<file path="config.mk">
export PLATFORM = sky130hd
export DESIGN_NAME = lru_writeback_cache_set
export DESIGN_NICKNAME = d
export VERILOG_FILES = /design/src/rtl/lwcs_pkg.sv /design/src/rtl/lru_writeback_cache_set.sv
export SDC_FILE = /design/constraint.sdc
export NUM_CORES = 1
export LEC_CHECK = 0
export BUFFER_PORTS_ARGS = -buffer_cell sky130_fd_sc_hd__buf_2
export CAP_MARGIN = 0
export CORE_MARGIN = 5
export CORE_UTILIZATION = 39
export CTS_CLUSTER_SIZE = 8
export DETAILED_ROUTE_END_ITERATION = 6
export PLACE_DENSITY_LB_ADDON = 0.3
export SLEW_MARGIN = 25
export SYNTH_ARGS = -nofsm -noshare
export SYNTH_HDL_FRONTEND = slang
export SYNTH_SLANG_ARGS = --single-unit
</file>
<file path="constraint.sdc">
create_clock -name clk -period 13 [get_ports clk]
set_clock_uncertainty 0.15 [all_clocks]
set_input_delay 1.3 -clock clk [delete_from_list [all_inputs] [get_ports clk]]
set_output_delay 1.3 -clock clk [all_outputs]
set_load 0.01 [all_outputs]
</file>
<file path="src/rtl/lwcs_pkg.sv">
// ----------------------------------------------------------------------------
// lwcs_pkg
// Shared types and constants for one set of the LRU write-back cache: the
// access and result payloads carried on the valid/ready channels.
// ----------------------------------------------------------------------------
package lwcs_pkg;

  // Fixed field widths of the access payload
  localparam int unsigned LINE_TAG_W = 48;
  // Widest tag the set can store
  localparam int unsigned MAX_TAG_W  = 64;

  // One access presented to the set
  typedef struct packed {
    logic [LINE_TAG_W-1:0] line_tag;
    logic                  is_write;
  } access_t;

  // One result returned per access
  typedef struct packed {
    logic hit;
    logic dirty_writeback;
  } result_t;

endpackage

</file>
<file path="src/rtl/lru_writeback_cache_set.sv">
// ----------------------------------------------------------------------------
// lru_writeback_cache_set
// One set of a WAYS-way write-back cache with true LRU replacement and
// per-way dirty flags.
// ----------------------------------------------------------------------------
// Usage:
//   access channel (access_valid/access_ready/access) carries a line tag and
//   a write flag. result channel (result_valid/result_ready/result) returns
//   exactly one result per access, in order: hit, and whether a miss evicted
//   a dirty line.
//   An accepted access lands in an input register. When it moves on, the tag
//   compare, victim choice, LRU rank update and dirty update all happen in
//   one pass and the result is loaded into the output register, which
//   drives result_valid and the result. One access per cycle is sustained
//   while the receiver does not stall; the single-pass tag compare and rank
//   update set that figure.
//   Reset empties the set at once: fill count and dirty flags clear, no
//   clearing pass is needed. Tags are written on fill and are never read
//   before that.
//   When the receiver stalls, the result register holds its value, one more
//   access may wait in the input register, and access_ready then drops until
//   the result is taken.
// ----------------------------------------------------------------------------
module lru_writeback_cache_set #(
  parameter int unsigned WAYS     = 8,
  parameter int unsigned TAG_BITS = 48
) (
  input  logic              clk,
  input  logic              rst,
  input  logic              access_valid,
  output logic              access_ready,
  input  lwcs_pkg::access_t access,
  output logic              result_valid,
  input  logic              result_ready,
  output lwcs_pkg::result_t result
);

  import lwcs_pkg::*;

  localparam int unsigned RANK_W = (WAYS > 1) ? $clog2(WAYS) : 1;
  localparam int unsigned CNT_W  = $clog2(WAYS + 1);

  // Input register
  logic    stage_valid;
  access_t stage;

  // Set state
  logic [TAG_BITS-1:0] tag_store [WAYS];
  logic [RANK_W-1:0]   age_rank  [WAYS];
  logic [WAYS-1:0]     dirty_flags;
  logic [CNT_W-1:0]    fill_count;

  // Single-pass update signals
  logic                advance;
  logic [MAX_TAG_W-1:0] tag_ext;
  logic [TAG_BITS-1:0] tag;
  logic [WAYS-1:0]     filled;
  logic [WAYS-1:0]     match;
  logic [WAYS-1:0]     hit_oh;
  logic [WAYS-1:0]     oldest;
  logic [WAYS-1:0]     victim_oh;
  logic [WAYS-1:0]     fill_oh;
  logic [WAYS-1:0]     way_oh;
  logic                hit;
  logic                full;
  logic [RANK_W-1:0]   hit_rank;
  logic [CNT_W-1:0]    old_rank;
  logic [CNT_W-1:0]    fill_count_next;
  logic [RANK_W-1:0]   age_rank_next [WAYS];
  logic [WAYS-1:0]     dirty_flags_next;
  logic                dirty_old;
  result_t             result_next;

  // Move the staged access on when the result register is free or emptying
  assign advance      = stage_valid && (!result_valid || result_ready);
  assign access_ready = !stage_valid || advance;

  // Keep the low TAG_BITS bits of the zero-extended tag
  assign tag_ext = MAX_TAG_W'(stage.line_tag);
  assign tag     = tag_ext[TAG_BITS-1:0];

  // Compare filled ways, pick the accessed way and work out the new state
  always_comb begin
    full     = (fill_count == CNT_W'(WAYS));
    hit_rank = '0;
    for (int i = 0; i < WAYS; i++) begin
      filled[i]  = (CNT_W'(i) < fill_count);
      match[i]   = filled[i] && (tag_store[i] == tag);
      oldest[i]  = (age_rank[i] == RANK_W'(WAYS - 1));
      fill_oh[i] = (CNT_W'(i) == fill_count);
    end
    hit       = |match;
    hit_oh    = match & (~match + WAYS'(1));
    victim_oh = oldest & (~oldest + WAYS'(1));
    for (int i = 0; i < WAYS; i++) begin
      if (hit_oh[i]) begin
        hit_rank = hit_rank | age_rank[i];
      end
    end

    if (hit) begin
      way_oh          = hit_oh;
      old_rank        = CNT_W'(hit_rank);
      fill_count_next = fill_count;
    end else if (full) begin
      way_oh          = victim_oh;
      old_rank        = CNT_W'(WAYS - 1);
      fill_count_next = fill_count;
    end else begin
      way_oh          = fill_oh;
      old_rank        = fill_count + CNT_W'(1);
      fill_count_next = fill_count + CNT_W'(1);
    end

    // Age every filled way younger than the accessed one; make it youngest
    for (int i = 0; i < WAYS; i++) begin
      if (way_oh[i]) begin
        age_rank_next[i] = '0;
      end else if ((CNT_W'(i) < fill_count_next) && (CNT_W'(age_rank[i]) < old_rank)) begin
        age_rank_next[i] = age_rank[i] + RANK_W'(1);
      end else begin
        age_rank_next[i] = age_rank[i];
      end
    end

    // Dirty on a write, or on a hit to a dirty line
    dirty_old = |(way_oh & dirty_flags);
    for (int i = 0; i < WAYS; i++) begin
      if (way_oh[i]) begin
        dirty_flags_next[i] = stage.is_write || (hit && dirty_flags[i]);
      end else begin
        dirty_flags_next[i] = dirty_flags[i];
      end
    end

    result_next.hit             = hit;
    result_next.dirty_writeback = !hit && dirty_old;
  end

  // Input register and control
  always_ff @(posedge clk) begin
    if (rst) begin
      stage_valid <= 1'b0;
    end else if (access_ready) begin
      stage_valid <= access_valid;
    end
  end

  always_ff @(posedge clk) begin
    if (access_ready && access_valid) begin
      stage <= access;
    end
  end

  // Set state update, one access per cycle while the staged access advances
  always_ff @(posedge clk) begin
    if (rst) begin
      fill_count  <= '0;
      dirty_flags <= '0;
      for (int i = 0; i < WAYS; i++) begin
        age_rank[i] <= '0;
      end
    end else if (advance) begin
      fill_count  <= fill_count_next;
      dirty_flags <= dirty_flags_next;
      for (int i = 0; i < WAYS; i++) begin
        age_rank[i] <= age_rank_next[i];
      end
    end
  end

  // Write the tag into the filled or replaced way on a miss
  always_ff @(posedge clk) begin
    for (int i = 0; i < WAYS; i++) begin
      if (advance && !hit && way_oh[i]) begin
        tag_store[i] <= tag;
      end
    end
  end

  // Result register: hold while the receiver stalls
  always_ff @(posedge clk) begin
    if (rst) begin
      result_valid <= 1'b0;
    end else if (advance) begin
      result_valid <= 1'b1;
    end else if (result_ready) begin
      result_valid <= 1'b0;
    end
  end

  always_ff @(posedge clk) begin
    if (advance) begin
      result <= result_next;
    end
  end

endmodule

</file>
# After elaboration in Yosys (flattened, before gate mapping)
# Memories as Yosys holds them, arrays and structs flattened.
# Index checks and enable logic that the tools add are counted.
[classes] magnitude_cmp=24 eq_ne=24 reduce_logical=68 bitwise=20 add_sub_neg=11 muxes=82
[op_table] op="== test 48 bit" n=8
[op_table] op="2-to-1 mux 48 bit" n=7
[op_table] op="OR reduction 48 bit" n=7
[op_table] op="2-to-1 mux 3 bit" n=39
[op_table] op="logical AND 1 bit" n=36
[op_table] op="< comparator 3 x 4 -> 1 bit" n=8
[op_table] op="< comparator 3 x 4 -> 1 bit (first input constant)" n=8
[op_table] op="2-to-1 mux 1 bit" n=30
[op_table] op="adder 3 x 1 -> 3 bit (second input constant)" n=8
[op_table] op="AND 8 bit" n=3
[op_table] op="== test 3 bit (second input constant)" n=8
[op_table] op="OR 3 bit" n=7
[op_table] op="adder 8 x 1 -> 8 bit (second input constant)" n=2
[op_table] op="== test 3 x 4 -> 1 bit (first input constant)" n=4
[op_table] op="< comparator 1 x 4 -> 1 bit (first input constant)" n=4
[op_table] op="< comparator 2 x 4 -> 1 bit (first input constant)" n=4
[op_table] op="2-to-1 mux 4 bit" n=4
[op_table] op="2-to-1 mux 8 bit" n=2
[op_table] op="inverter 8 bit" n=2
[op_table] op="AND reduction 2 bit" n=8
[op_table] op="OR reduction 8 bit" n=2
[op_table] op="logical OR 1 bit" n=10
[op_table] op="== test 2 x 4 -> 1 bit (first input constant)" n=2
[op_table] op="OR 1 bit" n=8
[op_table] op="6 further kinds" n=8
[totals] output_inout_bits=4 mem_bits_rw=408 elab_cells=246 input_bits=53 memories=2 register_bits=65
[memory_table] name="tag_store" depth=8 width=48 rd=8 rd_clocked_by_memory_dff=0 write_ports=1 line="lru_writeback_cache_set.sv:48" rtl="logic [TAG_BITS-1:0] tag_store [WAYS];"
[memory_table] name="age_rank" depth=8 width=3 rd=8 rd_clocked_by_memory_dff=0 write_ports=8 line="lru_writeback_cache_set.sv:49" rtl="logic [RANK_W-1:0] age_rank [WAYS];"

# Longest topological paths before layout
# An unclocked memory read counts as a cell.
[logic_depth] ltp_word=27 ltp_mapped=18 mapped_depth_nobuf=17

# Worst setup path before layout
# No wires, ideal clock.
[synth_path] path_kind="register to register" start="register stage (netlist bit tag[2])" end="memory tag_store[6][4] (netlist: tag_store[1][100]) (enable)" setup_ns=0.454 path_slack_ns=7.668 arrival_time_ns=4.728 path_buffers=1 period_less_slack_ns=5.332 stages_incl_launch_ff=9 required_ns=12.396 path_cell_list="edfxtp_1 > buf_2 > xor2_1 > or4b_2 > or4_1 > nor4_2 > o21a_1 > inv_1 > nor2_1"
[synth_between] elab_chain_len=17 elab_cells_between_ends=68 cone_classes="add/sub (1); eq/ne (8); mux (31); bitwise (2); reduce/logical (26)"
[synth_lines] element="from (decl)" line="lru_writeback_cache_set.sv:45" rtl="access_t stage;"
[synth_lines] element="from (signal assigned)" line="lru_writeback_cache_set.sv:151" rtl="stage <= access;"
[synth_lines] element="== test 48 bit" line="lru_writeback_cache_set.sv:88" rtl="match[i] = filled[i] && (tag_store[i] == tag);"
[synth_lines] element="logical AND 1 bit" line="lru_writeback_cache_set.sv:88"
[synth_lines] element="inverter 8 bit" line="lru_writeback_cache_set.sv:93" rtl="hit_oh = match & (~match + WAYS'(1));"
[synth_lines] element="adder 8 x 1 -> 8 bit" line="lru_writeback_cache_set.sv:93"
[synth_lines] element="AND 8 bit" line="lru_writeback_cache_set.sv:93"
[synth_lines] element="2-to-1 mux 8 bit" line="lru_writeback_cache_set.sv:101" rtl="if (hit) begin"
[synth_lines] element="logical AND 1 bit" line="lru_writeback_cache_set.sv:175" rtl="if (advance && !hit && way_oh[i]) begin"
[synth_lines] element="2-to-1 mux 1 bit" line="lru_writeback_cache_set.sv:175"
[synth_lines] element="2-to-1 mux 1 bit (not written as such)" line="lru_writeback_cache_set.sv:176" rtl="tag_store[i] <= tag;"
[synth_lines] element="OR reduction 48 bit (no source line)"
[synth_lines] element="2-to-1 mux 3 bit (no source line) / 2-to-1 mux 1 bit (equally long branches) (7 in series)"
[synth_lines] element="to (decl)" line="lru_writeback_cache_set.sv:48"
# Parallel ways exist; a longest one is shown, timed or not.

==> reports/metrics.cfg <==
[status]
status = complete, no violations

[synth]
synth-simple-area-share = 0.123
ys_ff_latch = 473
synth_area_leaders = edfxtp_1 (63%), xor2_1 (8.8%), xnor2_1 (5.9%), nor4_1 (2.9%), nand4_1 (2.2%)
async_flop_share = 0
synth_area_sq_um = 21800
ys_warn_count = 0
synth.area.mux_share = 0.00276
yosys.area.top_type = edfxtp_1
synth_area_per_cell_sq_um = 14.0
synth_compound_area_frac = 0.0392
synth_ff_type = edfxtp_1
synth_top_area_frac = 0.633
synth-edff-count = 459
synth_fa_ha_area_frac = 0.0207
synth_top_family_by_area = XOR/XNOR gates
synthXorXnorAreaFrac = 0.148
ys_seq_area_frac = 0.646
yosysUniqueCellTypes = 77
syn_nets = 1649
synthCells = 1560

[clock_tree]
cts-resized-gates = 0
ctsLongestPathBuffers = 3
h-tree-depth = 3
cts_buffers = 69
clock-sinks = 473
cts_root_buf = clkbuf_16
cts_setup_buffers = 0
clk_latency_ps = 610
cts_tree = done
cts-hold-fix-buffers = 0
clk_pin_slew_worst_paths_ps = 50

[placement]
dp_slack_ps = 7190
gp_congestion = 0.983
place_area_sq_um = 23000
port_buffers = 56
detailed_place_hpwl_microns = 48100

[route]
ant_nets = 0
met3_length_microns = 4390
route.met2.wl_microns = 33300
wl_per_cell_microns = 28.5
vias = 13600
wl_microns = 69000
drt-met1-wl_microns = 28400
remaining_drc_errors = 0
firstDrtPassIters = 7
initialDrtViolationCount = 1514
vias_per_cell = 5.63
top_layer = met4

[floorplanning]
ios = 57
rows = 86
die_w_microns = 246
core_area_sq_um = 55200
dieArea_sq_um = 60700
chipHeight_microns = 246
initial_core_util = 0.395

[critical_path]
cp.arrival_ps = 5890
required_ps = 13090
crit_fanout = 16
startpoint_type = register
critical_path_class = register to register
endpoint_kind = register

[timing]
setup_violations = 0
fin_setup_tns_ps = 0
post-route-period-util = 0.446
tightest_slew_ps = 1120
fmax_mhz = 172
maxSlewHeadroom = 0.244
fin_ws_ps = 7200
finalHoldViolCount = 0
rsz0062_at_grt = false
slew_violations = 0
layout_min_cycle_time_ps = 5800

[global_routing]
grt_antenna_before_repair = 0
grt_pass1_wl_microns = 97700
grt_pass1_vias = 13500
gr-total-overflow = 0
grt_usage = 0.225
grt_max_degree = 50

[hold_path]
hp-class = register to register

[cells_and_area]
design_area_sq_um = 24900
n_antenna_cell = 0
area_growth_syn_to_layout_pct = 14.5
drive_above_1_share = 0.116
nets = 1745

[power]
p_leak_nw = 8.12
p_per_area_nw_per_um2 = 146
peakVddDrop_mv = 0.112

[job]
cap_violations = 0

[final cells by class]
type                    count  area (sq um)
multi-input cells         992          7330
clock buffers              84          1830
fillers                  4960         30300
flip-flops and latches    473         14100
repair buffers             91           563
clock inverters             7           110
well taps                 748           936
inverters                  29           109
[power breakdown]
| group | internal [mW] | switching, mW |
|---|---|---|
| registers | 1.71 | 0.0536 |
| logic | 0.0820 | 0.159 |
| clock network | 0.982 | 0.656 |
| total | 2.78 | 0.869 |
[logic make-up (layout without fill, tap and decap cells)]
| group | Yosys count | count (layout) |
|---|---|---|
| XOR/XNOR | 367 | 367 |
| multiplexers | 6 | 6 |
| buffers and inverters | 95 | 211 |
| adder cells (fa/ha/maj) | 36 | 36 |
| AND/OR/NAND/NOR | 464 | 464 |
| flip-flops | 473 | 473 |
| AO/OA/AOI/OAI | 119 | 119 |
[state kept, by name, indices dropped and copies added (netlist names)]
register and cells:
tag_store 384, tag 48, age_rank 24, dirty_flags 8, fill_count 4, result 2, result_valid 1, stage 1
stage_valid 1
[placed cells by master, fill, tap and decap left out, types with 5 or more instances in the layout]
| cell | count |
|---|---|
| o2111ai_1 | 11 |
| buf_4 | 34 |
| o21a_1 | 5 |
| nor4bb_1 | 5 |
| buf_2 | 56 |
| inv_1 | 29 |
| nand2_1 | 58 |
| and2_1 | 14 |
| nand3b_1 | 5 |
| clkbuf_16 | 71 |
| edfxtp_1 | 459 |
| clkbuf_1 | 13 |
| a211oi_1 | 6 |
| nor2_4 | 8 |
| xnor2_1 | 147 |
| nand4_1 | 78 |
| nor2_1 | 52 |
| nand3_1 | 22 |
| xor2_1 | 220 |
| nor3_1 | 26 |
| ha_1 | 36 |
| nor4_1 | 101 |
| or4_1 | 11 |
| and3_1 | 5 |
| dfxtp_1 | 14 |
| a21oi_1 | 19 |
| o21ai_0 | 24 |
| mux2i_1 | 6 |
| nand2b_1 | 29 |
| nor2b_1 | 13 |
[critical path, stage by stage (launching register included)]
cell and delay (ps):
edfxtp_1 1010, xor2_1 210, nor4_1 730, nand3_1 130
or4_1 620, nand4b_1 320, nor2_1 190, a222oi_1 320
nand4_1 120, o21ai_1 420, ha_1 360, o21a_1 180
o211ai_1 150, a21oi_1 70, o31ai_1 440
[synthesized netlist by cell type, types with 3 or more instances]
| library cell | count |
|---|---|
| a2111oi_0 | 4 |
| a211oi_1 | 6 |
| a21oi_1 | 19 |
| a222oi_1 | 3 |
| a22oi_1 | 4 |
| a31oi_1 | 3 |
| and2_1 | 15 |
| and3_1 | 5 |
| buf_2 | 49 |
| buf_4 | 3 |
| buf_6 | 4 |
| clkbuf_1 | 8 |
| dfxtp_1 | 14 |
| edfxtp_1 | 459 |
| ha_1 | 36 |
| inv_1 | 29 |
| mux2i_1 | 6 |
| nand2_1 | 58 |
| nand2b_1 | 29 |
| nand3_1 | 22 |
| nand3b_1 | 5 |
| nand4_1 | 78 |
| nand4b_1 | 3 |
| nor2_1 | 60 |
| nor2b_1 | 13 |
| nor3_1 | 26 |
| nor3b_1 | 4 |
| nor4_1 | 102 |
| nor4b_1 | 4 |
| nor4bb_1 | 5 |
| o2111ai_1 | 11 |
| o211ai_1 | 4 |
| o21a_1 | 5 |
| o21ai_0 | 26 |
| o22ai_1 | 3 |
| or3_1 | 4 |
| or3b_2 | 3 |
| or4_1 | 11 |
| xnor2_1 | 147 |
| xor2_1 | 220 |
[metrics by stage]
step / power [mW] / std cells / utilization / hold slack (ps)
2_1_floorplan: 1.92 / 1560 / - / 299
3_3_place_gp: 2.03 / 2332 / 0.416 / 307
3_5_place_dp: 2.04 / 2333 / 0.417 / 319
4_1_cts: 3.68 / 2424 / 0.452 / 327
5_1_grt: 3.76 / 2424 / 0.452 / 329
6_report: 3.65 / 2424 / 0.452 / 325
[per-layer routing]
metal / track usage / up-vias
met2: 0.373 / 623
met5: 0 / -
met4: 0.0894 / 0
met1: 0.298 / 6830
met3: 0.0342 / 131
li1: - / 6058
[worst paths after layout]
kind,end,cells after the start,slack (ps),start
worst min register to register,dirty_flags[3],2,320,dirty_flags[3]
worst min-delay path,dirty_flags[3],2,320,dirty_flags[3]
worst max-delay path,age_rank[0][4],14,7200,tag[35]
worst max register to register,age_rank[0][4],14,7200,tag[35]
(Power assumes the default switching activity.)
